[src/hdl/fei_pkg.sv]
// Package for the frame element integrator: command, mode and type codes,
// datapath widths and the divider control and status structs.
// No dependencies.
package fei_pkg;

  localparam int COUNT_WIDTH = 16;

  localparam int QW   = 32;               // quotient width
  localparam int DVW  = COUNT_WIDTH + 1;  // divisor width (n + 1)
  localparam int DW   = 33 + COUNT_WIDTH; // dividend magnitude width
  localparam int PW   = DW + 1;           // signed product/total width
  localparam int STEP_W = $clog2(QW);

  localparam logic [1:0] CMD_INTEGRATE = 2'd0;
  localparam logic [1:0] CMD_ASSIGN    = 2'd1;
  localparam logic [1:0] CMD_CLEAR     = 2'd2;

  localparam logic [2:0] MODE_SUM   = 3'd0;
  localparam logic [2:0] MODE_AVG   = 3'd1;
  localparam logic [2:0] MODE_OR    = 3'd2;
  localparam logic [2:0] MODE_FIRST = 3'd3;
  localparam logic [2:0] MODE_LAST  = 3'd4;

  localparam logic [2:0] TYPE_U8   = 3'd0;
  localparam logic [2:0] TYPE_S8   = 3'd1;
  localparam logic [2:0] TYPE_BOOL = 3'd2;
  localparam logic [2:0] TYPE_U16  = 3'd3;
  localparam logic [2:0] TYPE_S16  = 3'd4;
  localparam logic [2:0] TYPE_U32  = 3'd5;
  localparam logic [2:0] TYPE_S32  = 3'd6;
  localparam logic [2:0] TYPE_STR  = 3'd7;

  typedef struct packed {
    logic start;
  } div_ctrl_t;

  typedef struct packed {
    logic busy;
    logic done;
  } div_stat_t;

endpackage

[src/hdl/fei_if.sv]
// Handshake interfaces for the input and result words of the integrator.
// Depends on nothing.
interface fei_in_if;
  logic        valid;
  logic        ready;
  logic [1:0]  command;
  logic [2:0]  mode;
  logic [2:0]  type_code;
  logic [31:0] stored_value;
  logic [31:0] new_value;
  logic        end_of_frame;

  modport source (output valid, command, mode, type_code, stored_value, new_value,
                  end_of_frame, input ready);
  modport sink (input valid, command, mode, type_code, stored_value, new_value,
                end_of_frame, output ready);
endinterface

interface fei_out_if;
  logic        valid;
  logic        ready;
  logic [31:0] result_value;
  logic [15:0] frames_done;

  modport source (output valid, result_value, frames_done, input ready);
  modport sink (input valid, result_value, frames_done, output ready);
endinterface

[src/hdl/frame_element_integrator_unit.sv]
// Frame element integrator top level: sequencer, frame counter, type handling.
// Depends on fei_pkg, fei_in_if, fei_out_if and fei_div_unit.
//
// Each input word folds one frame element into its accumulated value by sum,
// running average, OR, keep first or keep last, wrapped to the element type,
// and returns one result word with the frame count after that word. Sum, OR,
// keep and command words register their result and then pass through S_FIN
// into the output register; the next word is taken once S_FIN has loaded it.
// A running average goes through S_MUL, which multiplies the stored value by
// the frame count, S_LOAD, which forms the signed total and starts the
// restoring divider, S_DIV, which waits for the quotient and signs and wraps
// it, and S_FIN, which loads the output register. One word is worked on at
// a time; a new word may be accepted while the previous result waits, and a
// stalled result then holds that word in its last step.
module frame_element_integrator_unit (
  input  logic           clk_i,
  input  logic           rst_ni,
  fei_in_if.sink         in_i,
  fei_out_if.source      out_o
);

  localparam logic [2:0] S_IDLE = 3'd0;
  localparam logic [2:0] S_MUL  = 3'd1;
  localparam logic [2:0] S_LOAD = 3'd2;
  localparam logic [2:0] S_DIV  = 3'd3;
  localparam logic [2:0] S_FIN  = 3'd4;

  localparam logic [fei_pkg::COUNT_WIDTH-1:0] CNT_MAX = '1;

  function automatic logic [31:0] wrap_type(logic [2:0] t, logic [31:0] v);
    logic [31:0] r;
    case (t) inside
      fei_pkg::TYPE_BOOL: r = {31'b0, |v[7:0]};
      fei_pkg::TYPE_U8, fei_pkg::TYPE_S8, fei_pkg::TYPE_STR: r = {24'b0, v[7:0]};
      fei_pkg::TYPE_U16, fei_pkg::TYPE_S16: r = {16'b0, v[15:0]};
      default: r = v;
    endcase
    return r;
  endfunction

  function automatic logic signed [32:0] as_number(logic [2:0] t, logic [31:0] b);
    logic signed [32:0] r;
    case (t) inside
      fei_pkg::TYPE_S8:  r = {{25{b[7]}}, b[7:0]};
      fei_pkg::TYPE_S16: r = {{17{b[15]}}, b[15:0]};
      fei_pkg::TYPE_S32: r = {b[31], b};
      default:           r = {1'b0, b};
    endcase
    return r;
  endfunction

  function automatic logic [15:0] frames_sat(logic [fei_pkg::COUNT_WIDTH-1:0] c);
    logic [32:0] ce;
    ce = 33'(c);
    if (ce > 33'h0_FFFF) return 16'hFFFF;
    return ce[15:0];
  endfunction

  logic [2:0]                         state_q, state_d;
  logic [fei_pkg::COUNT_WIDTH-1:0]    cnt_q, cnt_d;
  logic [fei_pkg::COUNT_WIDTH-1:0]    n_q, n_d;
  logic signed [32:0]                 a_q, a_d, b_q, b_d;
  logic [2:0]                         t_q, t_d;
  logic signed [fei_pkg::PW-1:0]      prod_q, prod_d;
  logic                               neg_q, neg_d;
  logic [31:0]                        res_q, res_d;
  logic [15:0]                        fd_q, fd_d;
  logic                               out_valid_q, out_valid_d;
  logic [31:0]                        out_res_q, out_res_d;
  logic [15:0]                        out_fd_q, out_fd_d;

  logic                               in_fire;
  logic [31:0]                        sw, vw;
  logic                               need_div;
  logic [31:0]                        simple_res;
  logic signed [fei_pkg::PW-1:0]      total;
  logic [fei_pkg::PW-1:0]             mag;
  logic [31:0]                        q_signed;
  fei_pkg::div_ctrl_t                 div_ctrl;
  fei_pkg::div_stat_t                 div_stat;
  logic [fei_pkg::QW-1:0]             quotient;

  assign in_i.ready = (state_q == S_IDLE);
  assign in_fire    = in_i.valid && in_i.ready;

  assign sw = wrap_type(in_i.type_code, in_i.stored_value);
  assign vw = wrap_type(in_i.type_code, in_i.new_value);

  always_comb begin
    need_div   = 1'b0;
    simple_res = sw;
    case (in_i.command)
      fei_pkg::CMD_INTEGRATE: begin
        case (in_i.mode)
          fei_pkg::MODE_SUM: begin
            if (in_i.type_code == fei_pkg::TYPE_STR) simple_res = sw;
            else if (in_i.type_code == fei_pkg::TYPE_BOOL) simple_res = {31'b0, |(sw | vw)};
            else simple_res = wrap_type(in_i.type_code, sw + vw);
          end
          fei_pkg::MODE_AVG: begin
            need_div = (in_i.type_code != fei_pkg::TYPE_STR);
          end
          fei_pkg::MODE_OR: begin
            if (in_i.type_code == fei_pkg::TYPE_STR) simple_res = sw;
            else simple_res = sw | vw;
          end
          fei_pkg::MODE_FIRST: begin
            simple_res = (cnt_q == '0) ? vw : sw;
          end
          default: begin
            simple_res = vw;
          end
        endcase
      end
      fei_pkg::CMD_ASSIGN: simple_res = vw;
      default:             simple_res = sw;
    endcase
  end

  assign total    = prod_q + fei_pkg::PW'(b_q);
  assign mag      = total[fei_pkg::PW-1] ? -total : total;
  assign q_signed = neg_q ? -quotient : quotient;

  always_comb begin
    state_d     = state_q;
    cnt_d       = cnt_q;
    n_d         = n_q;
    a_d         = a_q;
    b_d         = b_q;
    t_d         = t_q;
    prod_d      = prod_q;
    neg_d       = neg_q;
    res_d       = res_q;
    fd_d        = fd_q;
    out_valid_d = out_valid_q;
    out_res_d   = out_res_q;
    out_fd_d    = out_fd_q;
    div_ctrl    = '0;

    if (out_valid_q && out_o.ready) out_valid_d = 1'b0;

    case (state_q)
      S_IDLE: begin
        if (in_fire) begin
          n_d   = cnt_q;
          a_d   = as_number(in_i.type_code, sw);
          b_d   = as_number(in_i.type_code, vw);
          t_d   = in_i.type_code;
          res_d = simple_res;
          case (in_i.command)
            fei_pkg::CMD_INTEGRATE: begin
              if (in_i.end_of_frame && cnt_q != CNT_MAX) cnt_d = cnt_q + 1'b1;
            end
            fei_pkg::CMD_ASSIGN: cnt_d = fei_pkg::COUNT_WIDTH'(1);
            fei_pkg::CMD_CLEAR:  cnt_d = '0;
            default:             cnt_d = cnt_q;
          endcase
          fd_d    = frames_sat(cnt_d);
          state_d = need_div ? S_MUL : S_FIN;
        end
      end
      S_MUL: begin
        prod_d  = fei_pkg::PW'(a_q) * fei_pkg::PW'($signed({1'b0, n_q}));
        state_d = S_LOAD;
      end
      S_LOAD: begin
        neg_d          = total[fei_pkg::PW-1];
        div_ctrl.start = 1'b1;
        state_d        = S_DIV;
      end
      S_DIV: begin
        if (div_stat.done) begin
          res_d   = wrap_type(t_q, q_signed);
          state_d = S_FIN;
        end
      end
      S_FIN: begin
        if (!out_valid_q || out_o.ready) begin
          out_valid_d = 1'b1;
          out_res_d   = res_q;
          out_fd_d    = fd_q;
          state_d     = S_IDLE;
        end
      end
      default: state_d = S_IDLE;
    endcase
  end

  fei_div_unit u_div (
    .clk_i      (clk_i),
    .rst_ni     (rst_ni),
    .ctrl_i     (div_ctrl),
    .dividend_i (mag[fei_pkg::DW-1:0]),
    .divisor_i  (fei_pkg::DVW'(n_q) + 1'b1),
    .stat_o     (div_stat),
    .quotient_o (quotient)
  );

  always_ff @(posedge clk_i or negedge rst_ni) begin
    if (!rst_ni) begin
      state_q     <= S_IDLE;
      cnt_q       <= '0;
      out_valid_q <= 1'b0;
    end else begin
      state_q     <= state_d;
      cnt_q       <= cnt_d;
      out_valid_q <= out_valid_d;
    end
  end

  always_ff @(posedge clk_i) begin
    n_q       <= n_d;
    a_q       <= a_d;
    b_q       <= b_d;
    t_q       <= t_d;
    prod_q    <= prod_d;
    neg_q     <= neg_d;
    res_q     <= res_d;
    fd_q      <= fd_d;
    out_res_q <= out_res_d;
    out_fd_q  <= out_fd_d;
  end

  assign out_o.valid        = out_valid_q;
  assign out_o.result_value = out_res_q;
  assign out_o.frames_done  = out_fd_q;

endmodule

[src/hdl/fei_div_unit.sv]
// Iterative restoring divider, one quotient bit per cycle.
// Depends on fei_pkg.
module fei_div_unit (
  input  logic                        clk_i,
  input  logic                        rst_ni,
  input  fei_pkg::div_ctrl_t          ctrl_i,
  input  logic [fei_pkg::DW-1:0]      dividend_i,
  input  logic [fei_pkg::DVW-1:0]     divisor_i,
  output fei_pkg::div_stat_t          stat_o,
  output logic [fei_pkg::QW-1:0]      quotient_o
);

  logic                        busy_q, busy_d;
  logic                        done_q, done_d;
  logic [fei_pkg::STEP_W-1:0]  step_q, step_d;
  logic [fei_pkg::DVW-1:0]     rem_q, rem_d;
  logic [fei_pkg::QW-1:0]      quo_q, quo_d;
  logic [fei_pkg::DVW-1:0]     dvs_q, dvs_d;
  logic [fei_pkg::DVW:0]       shifted;
  logic [fei_pkg::DVW:0]       diff;
  logic                        ge;

  // remainder stays below the divisor, so the shifted value fits DVW + 1 bits
  assign shifted = {rem_q, quo_q[fei_pkg::QW-1]};
  assign diff    = shifted - {1'b0, dvs_q};
  assign ge      = ~diff[fei_pkg::DVW];

  always_comb begin
    busy_d = busy_q;
    done_d = 1'b0;
    step_d = step_q;
    rem_d  = rem_q;
    quo_d  = quo_q;
    dvs_d  = dvs_q;
    if (ctrl_i.start) begin
      busy_d = 1'b1;
      step_d = '0;
      rem_d  = dividend_i[fei_pkg::DW-1:fei_pkg::QW];
      quo_d  = dividend_i[fei_pkg::QW-1:0];
      dvs_d  = divisor_i;
    end else if (busy_q) begin
      rem_d  = ge ? diff[fei_pkg::DVW-1:0] : shifted[fei_pkg::DVW-1:0];
      quo_d  = {quo_q[fei_pkg::QW-2:0], ge};
      step_d = step_q + 1'b1;
      if (step_q == fei_pkg::STEP_W'(fei_pkg::QW - 1)) begin
        busy_d = 1'b0;
        done_d = 1'b1;
      end
    end
  end

  always_ff @(posedge clk_i or negedge rst_ni) begin
    if (!rst_ni) begin
      busy_q <= 1'b0;
      done_q <= 1'b0;
      step_q <= '0;
    end else begin
      busy_q <= busy_d;
      done_q <= done_d;
      step_q <= step_d;
    end
  end

  always_ff @(posedge clk_i) begin
    rem_q <= rem_d;
    quo_q <= quo_d;
    dvs_q <= dvs_d;
  end

  assign stat_o.busy = busy_q;
  assign stat_o.done = done_q;
  assign quotient_o  = quo_q;

endmodule

[src/flat_wrapper.sv]
// flat-port wrapper written by rule: the top's interface ports become plain ports
module frame_element_integrator_unit_flat 
  (clk_i, rst_ni, in_i_valid, in_i_command, in_i_mode, in_i_type_code, in_i_stored_value, in_i_new_value, in_i_end_of_frame, in_i_ready, out_o_valid, out_o_result_value, out_o_frames_done, out_o_ready);
  fei_in_if in_i_i ();
  fei_out_if out_o_i ();
  input  logic clk_i;
  input  logic rst_ni;
  input wire logic [$bits(in_i_i.valid)-1:0] in_i_valid;
  input wire logic [$bits(in_i_i.command)-1:0] in_i_command;
  input wire logic [$bits(in_i_i.mode)-1:0] in_i_mode;
  input wire logic [$bits(in_i_i.type_code)-1:0] in_i_type_code;
  input wire logic [$bits(in_i_i.stored_value)-1:0] in_i_stored_value;
  input wire logic [$bits(in_i_i.new_value)-1:0] in_i_new_value;
  input wire logic [$bits(in_i_i.end_of_frame)-1:0] in_i_end_of_frame;
  output wire logic [$bits(in_i_i.ready)-1:0] in_i_ready;
  output wire logic [$bits(out_o_i.valid)-1:0] out_o_valid;
  output wire logic [$bits(out_o_i.result_value)-1:0] out_o_result_value;
  output wire logic [$bits(out_o_i.frames_done)-1:0] out_o_frames_done;
  input wire logic [$bits(out_o_i.ready)-1:0] out_o_ready;
  assign in_i_i.valid = in_i_valid;
  assign in_i_i.command = in_i_command;
  assign in_i_i.mode = in_i_mode;
  assign in_i_i.type_code = in_i_type_code;
  assign in_i_i.stored_value = in_i_stored_value;
  assign in_i_i.new_value = in_i_new_value;
  assign in_i_i.end_of_frame = in_i_end_of_frame;
  assign in_i_ready = in_i_i.ready;
  assign out_o_valid = out_o_i.valid;
  assign out_o_result_value = out_o_i.result_value;
  assign out_o_frames_done = out_o_i.frames_done;
  assign out_o_i.ready = out_o_ready;
  frame_element_integrator_unit u_core (.clk_i(clk_i), .rst_ni(rst_ni), .in_i(in_i_i), .out_o(out_o_i));
endmodule
[config.mk]
export PLATFORM = sky130hd
export DESIGN_NAME = frame_element_integrator_unit_flat
export DESIGN_NICKNAME = d
export VERILOG_FILES = /design/src/hdl/fei_pkg.sv /design/src/hdl/fei_if.sv /design/src/hdl/frame_element_integrator_unit.sv /design/src/hdl/fei_div_unit.sv /design/src/flat_wrapper.sv
export SDC_FILE = /design/constraint.sdc
export NUM_CORES = 2
export LEC_CHECK = 0
export BUFFER_PORTS_ARGS = -buffer_cell sky130_fd_sc_hd__buf_2
export CORE_MARGIN = 2
export CORE_UTILIZATION = 55
export CTS_BUF_LIST = sky130_fd_sc_hd__clkbuf_8
export DETAILED_ROUTE_END_ITERATION = 6
export PLACE_DENSITY = 0.72
export SLEW_MARGIN = 15
export SYNTH_ARGS = -nofsm -noshare
export SYNTH_HDL_FRONTEND = slang
export SYNTH_SLANG_ARGS = --single-unit
[constraint.sdc]
create_clock -name clk_i -period 7.9 [get_ports clk_i]
set_clock_uncertainty 0.1 [all_clocks]
set_input_delay 1.58 -clock clk_i [delete_from_list [all_inputs] [get_ports clk_i]]
set_output_delay 1.58 -clock clk_i [all_outputs]
set_load 0.01 [all_outputs]
# Word level (Yosys, flattened, before mapping)
# Cells that the tools add are included.
totals:
  register_bits: 325
  in_bits: 77
  output_inout_bits: 50
  elab_cells: 135
classes:
  add_sub_neg: 8
  n_mul: 1
  n_eq_ne: 26
  n_mux: 54
  bitwise: 2
  n_reduce_logical: 25
op_table:
  columns: ["op", "count"]
  rows:
  - ["two-way mux 32 bit", 20]
  - ["two-way mux 33 bit", 6]
  - ["case mux 32 bit (2 select lines)", 2]
  - ["case mux 32 bit (4 select lines)", 1]
  - ["two-way mux 17 bit", 3]
  - ["adder 50 x 33 -> 50 bit", 1]
  - ["multiplier 33 x 17 -> 50 bit", 1]
  - ["two-way mux 49 bit", 1]
  - ["negation 49 bit", 1]
  - ["case mux 16 bit (3 select lines)", 1]
  - ["adder 32 bit", 1]
  - ["negation 32 bit", 1]
  - ["OR 32 bit", 1]
  - ["OR reduction 32 bit", 1]
  - ["== test 3 x 2 -> 1 bit, second input constant", 8]
  - ["OR reduction 8 bit", 3]
  - ["== test 3 bit, second input constant", 6]
  - ["subtractor 18 x 17 -> 18 bit", 1]
  - ["adder 16 x 1 -> 17 bit, second input constant", 1]
  - ["adder 16 x 1 -> 16 bit, second input constant", 1]
  - ["zero test 16 bit", 1]
  - ["two-way mux 16 bit", 1]
  - ["!= test 16 bit, second input constant", 1]
  - ["case mux 3 bit (5 select lines)", 1]
  - ["22 further kinds", 51]

# Depth between registers and ports, before layout
depth:
  word_depth: 14
  mapped_depth: 28
  depth_no_buf: 26

# Modules after synthesis
# Synthesis repeated with hierarchy kept, for this count alone.
hier_totals:
  cells_unflattened: 4443
  hier_area_um2: 40639.0
by_module_without_submodules:
  columns: ["mod", "n_inst", "cells_each", "area_per_inst_um2", "seq_area_each_um2"]
  rows:
  - ["frame_element_integrator_unit", 1, 4097, 36637.6, 7467.2]
  - ["fei_div_unit", 1, 346, 4001.3, 2157.1]

# Worst setup path after synthesis
# OpenSTA, ideal clock, no wires.
synth_path:
  path_kind: "reg-to-reg"
  startpoint: "reg u_core.n_q[8] (netlist name)"
  endpoint: "reg u_core.prod_q[49] (netlist name), data pin"
  setup_time_ps: 261
  t_arrival_ps: 6503
  required_time_ps: 7539
  slack_ps: 1036
  path_stages_with_launch: 28
  n_path_buf: 2
  period_less_slack_ps: 6864
  path_cell_list: "edfxtp_1 clkbuf_1 buf_1 nand2_1 fa_1 inv_1 fa_1 inv_1 fa_1 inv_1 fa_1 fa_1 inv_1 fa_1 inv_1 ha_1 a21o_1 a21o_1 a21oi_1 and4_1 o21ai_0 a21oi_1 nand3_1 a31o_2 a31oi_1 o311ai_0 o211ai_1 xnor2_1"
synth_via:
  elab_chain_cells: 1
synth_lines:
  columns: ["item", "line", "text"]
  rows:
  - ["start, declared", "frame_element_integrator_unit.sv:61", "logic [fei_pkg::COUNT_WIDTH-1:0] n_q, n_d;"]
  - ["start signal, assigned", "frame_element_integrator_unit.sv:212", "n_q <= n_d;"]
  - ["multiplier 33 x 17 -> 50 bit", "frame_element_integrator_unit.sv:163", "prod_d = fei_pkg::PW'(a_q) * fei_pkg::PW'($signed({1'b0, n_q}));"]
  - ["end signal, assigned", "frame_element_integrator_unit.sv:216", "prod_q <= prod_d;"]
  - ["end, declared", "frame_element_integrator_unit.sv:64", "logic signed [fei_pkg::PW-1:0] prod_q, prod_d;"]
# No other way between the ends.
# A chain may end at the register's enable or synchronous reset.

# Worst setup path after layout
layout_path:
  startpoint: "reg u_core.n_q[2] (netlist name)"
  endpoint: "reg u_core.prod_q[40] (netlist name), data pin"
# Same word-level chain as after synthesis.

==> impl_results.md <==
* Run status: completed
* Vias in the first global route at 32300
* Initial Utilization at 55.4%
* Pin count of the biggest net entering global routing at 91
* R2R setup slack at 0.41 ns
* PortBufs at 126
* Synth area leaders: fa_1 25%, edfxtp_1 22%, ha_1 7.9%
* WL/cell at 22.2 um
* CP required at 8.24 ns
* CTS Buf Count at 56
* RSZ-0062 raised after global routing: false
* Routed wl met2 at 55100 um
* Top FF cell, synth: edfxtp_1
* Period utilization at 94.8%
* # H-tree levels at 2
* Hold-fix buffers, CTS at 0
* Die area at 75500 um2
* Worst reg2reg startpoint: u_core.n_q[2]$_DFFE_PP_
* Initial antenna violation count at 5
* RePlAce Congestion at 0.981
* Distinct cells, synth at 85
* Worst-Skew Late Latency at 0.70 ns
* Worst Path Max Fanout at 16
* Layout cells sized above 1 at 7.67%
* Hold Path Sink: u_core.out_o.result_value[22]$_DFFE_PP_
* Drt first pass iters at 6
* Startpoint Class: flop
* Antenna Nets Post-Route at 0
* Worst Hold Depth at 0
* Mapped Cells at 4427
* Met3 WL post-DR at 11000 um
* Hold WC Path Type: flop to flop
* CTS Buffer Depth at 3
* DP Wirelength at 97100 um
* Top Ports at 127
* Max Used Layer: met5
* Clk pin slew, worst setup/hold paths at 0.07 ns
* CTS Root Cell: clkbuf_8
* Met1 Wirelength at 51800 um
* Area of the multi-input gates at 27300 um2
* Post-synth top area share at 25.1%
* Finish-stage setup viols at 0
* Overflow after GRT at 0
* Mapped Area at 40300 um2
* Endpoints failing hold at 0
* Synth Area per Inst at 9.11 um2
* Sequential share of the synthesized area at 23.9%
* Area leader, netlist: fa_1
* Pins Over Slew Limit at 0
* Post-route worst setup slack at 0.408 ns
* DR iter-0 viols at 3322
* Post-synth EDFFs at 298
* Cell with the most instances after synthesis: inv_1
* Final WL at 122000 um
* Fill cells at 6352
* Dpl ws at 0.469 ns
* Crit Path Category: flop to flop
* Fraction of registers with async set/reset at 8.31%
* Die Width at 275 um
* Clock tree sinks at 325
* Setup crit end kind: flop
* Residual DRC count at 0
* Register area at 9620 um2
* Critical path arrival at 7.83 ns
* # rows at 99
* Vias/cell at 5.97
* Worst-Margin Slew at 1.11 ns
* Core box area at 72800 um2
* Net count after synthesis at 5266
* CTS tree: yes
* Fin crit period at 7.49 ns
* Setup TNS Final at 0 ns
* DIE HEIGHT at 275 um
* Commonest cells post-synth: 714 x inv_1, 689 x nand2_1, 506 x fa_1
* First-pass GRT wire length at 187000 um
* Final net count at 5329
* FF-to-FF path depth at 24
* Global Route Usage Sum at 32.5%
* Slew headroom at 26.0%
* Synth Register Bits at 325
* Synth warnings at 0
* Reg-to-reg critical path endpoint: u_core.prod_q[40]$_DFFE_PP_
* Area grow syn2layout at 7.38%
* Fmax at 0.133 GHz
* Min-delay src: u_core.res_q[22]$_DFFE_PP_
* Vias at 32800
* Max-cap violations at 0
## state kept, by name, summed over array words and instances (netlist names)
signal	flops
u_core.u_div.quotient_o	32
u_core.out_o.valid	1
u_core.res_q	32
u_core.prod_q	50
u_core.t_q	3
u_core.out_o.frames_done	16
u_core.a_q	33
u_core.fd_q	16
u_core.b_q	33
u_core.out_o.result_value	32
u_core.cnt_q	16
u_core.u_div.step_q	5
u_core.u_div.dvs_q	17
u_core.u_div.busy_q	1
u_core.u_div.rem_q	17
u_core.neg_q	1
u_core.u_div.done_q	1
u_core.state_q	3
u_core.n_q	16
## cells in the final DEF, fill, tap and decap left out, drive strengths merged, types with 43 or more instances in the layout
cell	Yosys	final
nand2	689	689
buf	16	209
xnor2	127	127
o21ai	181	181
a21oi	198	198
a21o	68	68
xor2	104	104
inv	714	726
nand3	55	55
nor3	44	44
ha	256	256
nor2	141	141
fa	506	506
clkbuf	189	57
edfxtp	298	298
and2	223	223
nand4	50	50
o22ai	43	43
## metal layers
metal / vias to the layer above / GRT usage (%)
li1: 14700 / -
met1: 16300 / 46.8
met3: 227 / 4.88
met4: 2 / 10.6
met5: - / 0
met2: 1554 / 50.8
## logic make-up after synthesis
family	count (synthesis)	share of synthesized area (%)
flops	325	23.9
compound gates	784	12.6
mux	23	0.596
buf+inv	920	8.59
simple gates	1382	16.3
xor+xnor	231	5.02
fa+ha+maj	762	33.1
## through the flow
step / utilization, % / area, um2 / hold WS (ns) / instances
final: 59.5 / 43300 / 0.315 / 5502
after detailed placement: 57.8 / 42100 / 0.305 / 5384
after CTS: 59.4 / 43200 / 0.315 / 5489
after floorplan: - / 40300 / 0.300 / 4427
after global placement: 57.8 / 42100 / 0.302 / 5384
after global routing: 59.4 / 43300 / 0.320 / 5496
## worst max-delay path by stage
stage / startpoint / end / slack [ns] / depth (start not counted)
after global placement: u_core.n_q[5]$_DFFE_PP_ / u_core.prod_q[49]$_DFFE_PP_ / 0.55 / 24
after floorplan: u_core.n_q[8]$_DFFE_PP_ / u_core.prod_q[49]$_DFFE_PP_ / 1.04 / 27
after detailed placement: u_core.n_q[7]$_DFFE_PP_ / u_core.prod_q[40]$_DFFE_PP_ / 0.47 / 25
after CTS: u_core.n_q[6]$_DFFE_PP_ / u_core.prod_q[49]$_DFFE_PP_ / 0.43 / 24
final: u_core.n_q[2]$_DFFE_PP_ / u_core.prod_q[40]$_DFFE_PP_ / 0.41 / 24
after global routing: u_core.a_q[9]$_DFFE_PP_ / u_core.prod_q[49]$_DFFE_PP_ / 0.03 / 23
## critical path: stages (launching register included)
cell and delay (ns):
edfxtp_1 0.72, buf_4 0.34, nand2_1 0.11, fa_1 0.52, fa_1 0.52, fa_1 0.51, inv_1 0.05, fa_1 0.49
fa_1 0.49, inv_1 0.05, fa_1 0.50, inv_1 0.05, ha_1 0.36, a21oi_1 0.19, o21bai_1 0.08, a21o_1 0.20
a21oi_1 0.14, nor2_1 0.06, a311oi_1 0.40, a21oi_1 0.22, or2_2 0.39, a211o_1 0.34, a21o_1 0.20, a21oi_1 0.16
xnor2_1 0.08
## area by class of cell
cell class              instances  area share [%]
flip-flops and latches        325            22.2
diodes                          6          0.0347
well taps                     959            2.77
multi-input cells            3182            63.0
repair buffers                210            3.12
clock inverters                49           0.896
inverters                     715            6.20
clock buffers                  56            1.78
## timing repair
action                     CTS  global route
setup endpoints to repair    0             2
gates resized for setup      0             0
setup buffers                0             7
Power is left out: the tool's default activity adds up to more than one toggle a clock period on the data nets, which glitch-free logic cannot reach.
